File: src/hw/rtl/lkt_pkg.sv
// Shared types and sizing constants for the LRU key tracker.
package lkt_pkg;

	localparam int MAX_ENTRIES = 16;
	localparam int KEY_W       = 32;
	localparam int CAP_W       = 5;
	localparam int OCC_W       = 5;
	localparam int IDX_W       = (MAX_ENTRIES > 1) ? $clog2(MAX_ENTRIES) : 1;
	localparam int CNT_W       = $clog2(MAX_ENTRIES + 1);

	localparam logic [CAP_W-1:0] CAP_RESET = CAP_W'(16);

	typedef struct packed {
		logic             vld;
		logic [KEY_W-1:0] key;
		logic [CNT_W-1:0] cap;
	} lkt_req_t;

	typedef struct packed {
		logic             hit;
		logic             evicted;
		logic [KEY_W-1:0] evicted_key;
		logic [CNT_W-1:0] occupancy;
	} lkt_rsp_t;

endpackage

File: src/hw/rtl/lkt_stack.sv
// Recency stack with parallel key compare and one-position shift update.
module lkt_stack
	import lkt_pkg::*;
(
	input  logic     clk,
	input  logic     arst_n,
	input  lkt_req_t req,
	output lkt_rsp_t rsp
);

	logic [KEY_W-1:0] stack_q [MAX_ENTRIES];
	logic [KEY_W-1:0] stack_d [MAX_ENTRIES];
	logic [CNT_W-1:0] fill_q;
	logic [CNT_W-1:0] fill_d;
	logic [CNT_W-1:0] fill_m1;
	logic [CNT_W-1:0] pos;
	logic [CNT_W-1:0] limit;
	logic             hit;
	logic             evict;

	assign fill_m1 = fill_q - CNT_W'(1);

	// Lowest matching position among the occupied entries.
	always_comb begin
		hit = 1'b0;
		pos = '0;
		for (int i = 0; i < MAX_ENTRIES; i++) begin
			if (!hit && (CNT_W'(i) < fill_q) && (stack_q[i] == req.key)) begin
				hit = 1'b1;
				pos = CNT_W'(i);
			end
		end
	end

	assign evict = !hit && (fill_q >= req.cap);

	// Entries at or below the limit take their upper neighbor.
	always_comb begin
		if (hit) begin
			limit = pos;
		end else if (evict) begin
			limit = fill_m1;
		end else begin
			limit = fill_q;
		end
		stack_d[0] = req.key;
		for (int i = 1; i < MAX_ENTRIES; i++) begin
			stack_d[i] = (CNT_W'(i) <= limit) ? stack_q[i-1] : stack_q[i];
		end
	end

	assign fill_d = (!hit && !evict) ? fill_q + CNT_W'(1) : fill_q;

	always_ff @(posedge clk) begin
		if (req.vld) begin
			for (int i = 0; i < MAX_ENTRIES; i++) begin
				stack_q[i] <= stack_d[i];
			end
		end
	end

	always_ff @(posedge clk or negedge arst_n) begin
		if (!arst_n) begin
			fill_q <= '0;
		end else if (req.vld) begin
			fill_q <= fill_d;
		end
	end

	always_comb begin
		rsp.hit         = hit;
		rsp.evicted     = evict;
		rsp.evicted_key = evict ? stack_q[fill_m1[IDX_W-1:0]] : '0;
		rsp.occupancy   = fill_d;
	end

endmodule

File: src/hw/rtl/lru_key_tracker_top.sv
// Top level of the LRU key tracker: input stage, capacity register and result stage.
//
//  channel | signals                                   | direction
//  --------+-------------------------------------------+----------
//  access  | start, key (busy is out)                  | in
//  result  | done, hit, evicted, evicted_key, occupancy| out
//  config  | cfg_we, cfg_wdata (capacity)              | in
//
// One key is taken per clock cycle; busy is never raised because the stack
// update for one beat completes combinationally between the input register
// and the result register. An accepted beat is captured in the input register
// and then in the result register, which raises done with its result.
// Reset clears the fill count and sets capacity to 16; stack contents are not
// cleared, since only entries below the fill count are ever compared or read.
// The receiver cannot stall: each result is present for exactly one cycle.
module lru_key_tracker_top
	import lkt_pkg::*;
(
	input  logic             clk,
	input  logic             arst_n,
	input  logic             start,
	output logic             busy,
	input  logic [KEY_W-1:0] key,
	input  logic             cfg_we,
	input  logic [CAP_W-1:0] cfg_wdata,
	output logic             done,
	output logic             hit,
	output logic             evicted,
	output logic [KEY_W-1:0] evicted_key,
	output logic [OCC_W-1:0] occupancy
);

	logic             vld_s1;
	logic [KEY_W-1:0] key_s1;
	logic [CAP_W-1:0] capacity_q;
	logic [CNT_W-1:0] cap_eff;
	lkt_req_t         req;
	lkt_rsp_t         rsp;
	logic             done_q;
	logic             hit_q;
	logic             evicted_q;
	logic [KEY_W-1:0] evicted_key_q;
	logic [OCC_W-1:0] occupancy_q;

	// The tracker always keeps pace with the sender.
	assign busy = 1'b0;

	// Capacity register. A zero setting acts as one entry, and anything above
	// the stack depth saturates to the depth.
	always_ff @(posedge clk or negedge arst_n) begin
		if (!arst_n) begin
			capacity_q <= CAP_RESET;
		end else if (cfg_we) begin
			capacity_q <= cfg_wdata;
		end
	end

	always_comb begin
		if (capacity_q == '0) begin
			cap_eff = CNT_W'(1);
		end else if (32'(capacity_q) > 32'(MAX_ENTRIES)) begin
			cap_eff = CNT_W'(MAX_ENTRIES);
		end else begin
			cap_eff = CNT_W'(capacity_q);
		end
	end

	// Input register.
	always_ff @(posedge clk or negedge arst_n) begin
		if (!arst_n) begin
			vld_s1 <= 1'b0;
		end else begin
			vld_s1 <= start && !busy;
		end
	end

	always_ff @(posedge clk) begin
		if (start && !busy) begin
			key_s1 <= key;
		end
	end

	always_comb begin
		req.vld = vld_s1;
		req.key = key_s1;
		req.cap = cap_eff;
	end

	lkt_stack u_stack (
		.clk    (clk),
		.arst_n (arst_n),
		.req    (req),
		.rsp    (rsp)
	);

	// Result register: the strobe is reset, the payload is not.
	always_ff @(posedge clk or negedge arst_n) begin
		if (!arst_n) begin
			done_q <= 1'b0;
		end else begin
			done_q <= vld_s1;
		end
	end

	always_ff @(posedge clk) begin
		if (vld_s1) begin
			hit_q         <= rsp.hit;
			evicted_q     <= rsp.evicted;
			evicted_key_q <= rsp.evicted_key;
			occupancy_q   <= OCC_W'(rsp.occupancy);
		end
	end

	assign done        = done_q;
	assign hit         = hit_q;
	assign evicted     = evicted_q;
	assign evicted_key = evicted_key_q;
	assign occupancy   = occupancy_q;

`ifndef NO_ASSERTIONS
	// A beat is either a hit or a miss, so it never both hits and evicts.
	a_hit_no_evict: assert property (@(posedge clk) disable iff (!arst_n)
		done |-> !(hit && evicted))
		else $error("hit and eviction reported on the same beat");

	// Without an eviction the evicted key reads as zero.
	a_evkey_zero: assert property (@(posedge clk) disable iff (!arst_n)
		(done && !evicted) |-> (evicted_key == '0))
		else $error("evicted key nonzero without eviction");

	// Every access leaves at least the accessed key tracked.
	a_occ_nonzero: assert property (@(posedge clk) disable iff (!arst_n)
		done |-> (occupancy != '0))
		else $error("occupancy zero after an access");

	// An accepted beat always produces a result, after the input and result registers.
	a_result_follows: assert property (@(posedge clk) disable iff (!arst_n)
		(start && !busy) |=> ##1 done)
		else $error("accepted beat produced no result");
`endif

endmodule

File: config.mk
export PLATFORM = sky130hd
export DESIGN_NAME = lru_key_tracker_top
export DESIGN_NICKNAME = d
export VERILOG_FILES = /design/src/hw/rtl/lkt_pkg.sv /design/src/hw/rtl/lkt_stack.sv /design/src/hw/rtl/lru_key_tracker_top.sv
export SDC_FILE = /design/constraint.sdc
export NUM_CORES = 1
export LEC_CHECK = 0
export BUFFER_PORTS_ARGS = -buffer_cell sky130_fd_sc_hd__buf_2
export CAP_MARGIN = 20
export CORE_UTILIZATION = 55
export DETAILED_ROUTE_END_ITERATION = 12
export PLACE_DENSITY_LB_ADDON = 0.2
export SYNTH_ARGS = -nofsm -noshare
export SYNTH_HDL_FRONTEND = slang
export SYNTH_HIERARCHICAL = 1
export SYNTH_SLANG_ARGS = --single-unit
File: constraint.sdc
create_clock -name clk -period 14.79 [get_ports clk]
set_input_delay 3.6975 -clock clk [delete_from_list [all_inputs] [get_ports clk]]
set_output_delay 3.6975 -clock clk [all_outputs]
set_load 0.05 [all_outputs]
==> reports/metrics.yaml <==
slowest_stage: "dfrtp_4"
timing.rr.start: "u_stack/fill_q[0]$_DFFE_PN0P_"
clkLatencyLatePin_ps: 620
wl_um: 111000
nNetsFinal: 2288
cts.path.max_buffers: 3
ys.flop_type: "edfxtp_1"
cts_buffers: 68
drt_iter0_drc: 2562
yosys_warnings: 6
hold-worst-slack_ps: 489
drv_cap: 0
syn_area_per_cell_um2: 14.2
syn_inst: 2153
grt_pass1_wl_um: 154000
wl_per_cell_um: 36.6
cts_tree: "built"
design.core.area_um2: 55000
fill_cells: 4126
drive_gt1_frac: 0.179
syn-num-nets: 2202
leakage_uw: 0.0111
antenna_found_initial: 2
max_freq_ghz: 0.182
cts-root-buf: "clkbuf_16"
critPathMaxFanout: 35
synth_area_um2: 30600
path_buf_inv: 3
drcViolationCount: 2
cts.hold.buffers_added: 0
postCtsSetupRepairBufs: 0
min_path_type: "register to register"
ios: 82
rows: 86
grt_max_degree: 67
finalMaxSlewViolations: 0
ant_nets: 0
hold_path_startpoint: "u_stack/stack_q[5][19]$_DFFE_PP_"
grt-ovfl-total: 0
die_y_um: 238
hold_violations: 0
setup.worst_path.start: "u_stack/fill_q[0]$_DFFE_PN0P_"
place_congestion: 0.990
synth_edf_count: 583
rsz0062_at_grt: "no"
tightestPinTransition_ps: 1160
setup_tns_ps: 0
dr.pass1.iters: 10
cpLargestDelayFamily: "buffers and inverters"
synth_cell_type_count: 73
via_per_inst: 6.79
crit_arrival_ps: 5740
die_w_um: 238
slew_headroom: 0.223
cellPowerDensity_nw_per_um2: 282
grt_pass1_vias: 20013
start_kind: "register"
crit_top_cell: "buf_4"
fin_util: 0.621
vias: 20654
synth_seq_cells: 595
io_buffers: 80
clock_skew_ps: 18.5
async_flop_share: 0.0202
finalCritPeriodShare: 0.371
cp-end-kind: "register"
status: "complete, but fails checks"
period_needed_ps: 5490
cp_cell_sequence: "buf_4, buf_4, nand2_1, a2111oi_0, and3_1, nor4_4, nand4_2, or3_1, nand2_1, a311oi_4, buf_4"
ys_seq_area_frac: 0.583
violations: "DRC"
peakVddDrop_uv: 222
htreeDepth: 3
initial_core_util: 0.556
clkSlewWorstSetupHoldPaths_ps: 60
die_area_um2: 56500
clock-sinks: 595
track_usage: 0.399
cts_resized: 0
cpPeakStageDelay_ps: 680
dp_hpwl_um: 84500
crit_type: "register to register"
crit_required_ps: 15040
flow.area_growth_from_synthesis_pct: 11.8
setup_viol: 0
## metrics by stage
stage / std cells / instance area, um2 / total power [uW] / setup slack (ps)
2_1_floorplan: 2153 / 30600 / 6020 / 9280
3_3_place_gp: 2911 / 31800 / 7740 / 9180
3_5_place_dp: 2914 / 31900 / 7810 / 9080
4_1_cts: 3037 / 34100 / 9520 / 9070
5_1_grt: 3040 / 34200 / 9890 / 8970
6_report: 3042 / 34200 / 9640 / 9300
## report_power, final
part           total [uW]  switching (uW)  internal (uW)  leakage [uW]
sequential           3600             689           2910       0.00572
clock                1710             710           1000       0.00108
combinational        4320            2820           1500       0.00431
total                9640            4220           5420        0.0111
## synth_stat cells (all sizes together) (16+ instances only)
library cell | n | area [um2]
edfxtp | 583 | 17500
nor4b | 16 | 146
mux4 | 128 | 2880
buf | 84 | 578
nor4 | 74 | 478
nor3 | 41 | 233
nand2 | 182 | 683
nand3 | 62 | 310
nand4 | 159 | 1010
nor2 | 24 | 92.6
clkbuf | 42 | 159
xnor2 | 385 | 3370
xor2 | 134 | 1170
and3 | 39 | 249
nand3b | 33 | 248
## routing by layer
metal  GRT usage  vias to the layer above  share of wire
met5           0                        -              0
met4       0.292                        0          0.089
met3      0.0655                      343          0.085
met2       0.657                     1434           0.48
met1       0.476                    10422           0.34
li1            -                     8455              -
## final cells by class
cell class / count / area (um2) / share of cell area
antenna: 2 / 5.00 / 0.000146
timing repair buffer: 142 / 978 / 0.0286
tap: 748 / 936 / 0.0274
multi-input combinational: 1417 / 12200 / 0.356
sequential: 595 / 17800 / 0.521
inverter: 15 / 56.3 / 0.00165
clock inverter: 38 / 392 / 0.0115
clock buffer: 85 / 1830 / 0.0535
## registers in the layout, summed over array words and instances (netlist names), 5 cells and up
signal           cells
u_stack/stack_q    512
evicted_key         32
key_s1              32
capacity_q           5
occupancy            5
u_stack/fill_q       5
## layout by cell type, fill, tap and decap left out, types with 4 or more instances in the layout
master	netlist	routed
nand3b_1	33	33
nand2_1	182	182
buf_4	42	56
dfrtp_1	11	9
a31oi_1	8	6
clkbuf_16	0	70
and4_1	4	4
o21ai_0	11	9
mux2_1	4	4
or3_1	7	7
xor2_1	134	133
xnor2_1	385	383
edfxtp_1	583	583
ha_1	8	7
buf_16	0	5
and3_1	38	38
buf_2	18	80
a2111oi_0	6	6
nor3_1	38	37
nand4_1	156	156
nand3_1	62	62
inv_6	0	5
nor4b_1	15	15
mux4_2	128	128
clkinv_2	0	9
nor2b_1	13	13
inv_1	15	15
or4_1	5	5
bufinv_16	0	7
nor4_1	73	73
clkinv_1	0	12
nor2_1	23	21
nor3b_1	4	4
nand4b_1	7	7
clkbuf_1	41	13
a21oi_1	11	9
## worst paths after layout
kind | depth (start not counted) | slack [ps] | to
max in group asynchronous | 1 | 11560 | capacity_q[4]$_DFFE_PN1P_
min in group asynchronous | 1 | 2960 | vld_s1$_DFF_PN0_
setup / recovery | 11 | 9300 | u_stack/stack_q[5][13]$_DFFE_PP_
setup reg to reg | 11 | 9300 | u_stack/stack_q[5][13]$_DFFE_PP_
hold reg to reg | 0 | 490 | u_stack/stack_q[6][19]$_DFFE_PP_
hold / removal | 0 | 490 | u_stack/stack_q[6][19]$_DFFE_PP_
## cells by family after synthesis
logic type                 count (synthesis)  share of synthesized area
and+or+nand+nor                          691                      0.129
AOI/OAI and AO/OA                         64                     0.0143
buffers and inverters                    141                     0.0260
adders and majority gates                  8                    0.00327
muxes                                    134                     0.0965
xor gates and xnor gates                 519                      0.149
other                                      1                   0.000123
DFF                                      595                      0.583
(Power assumes the default switching activity.)
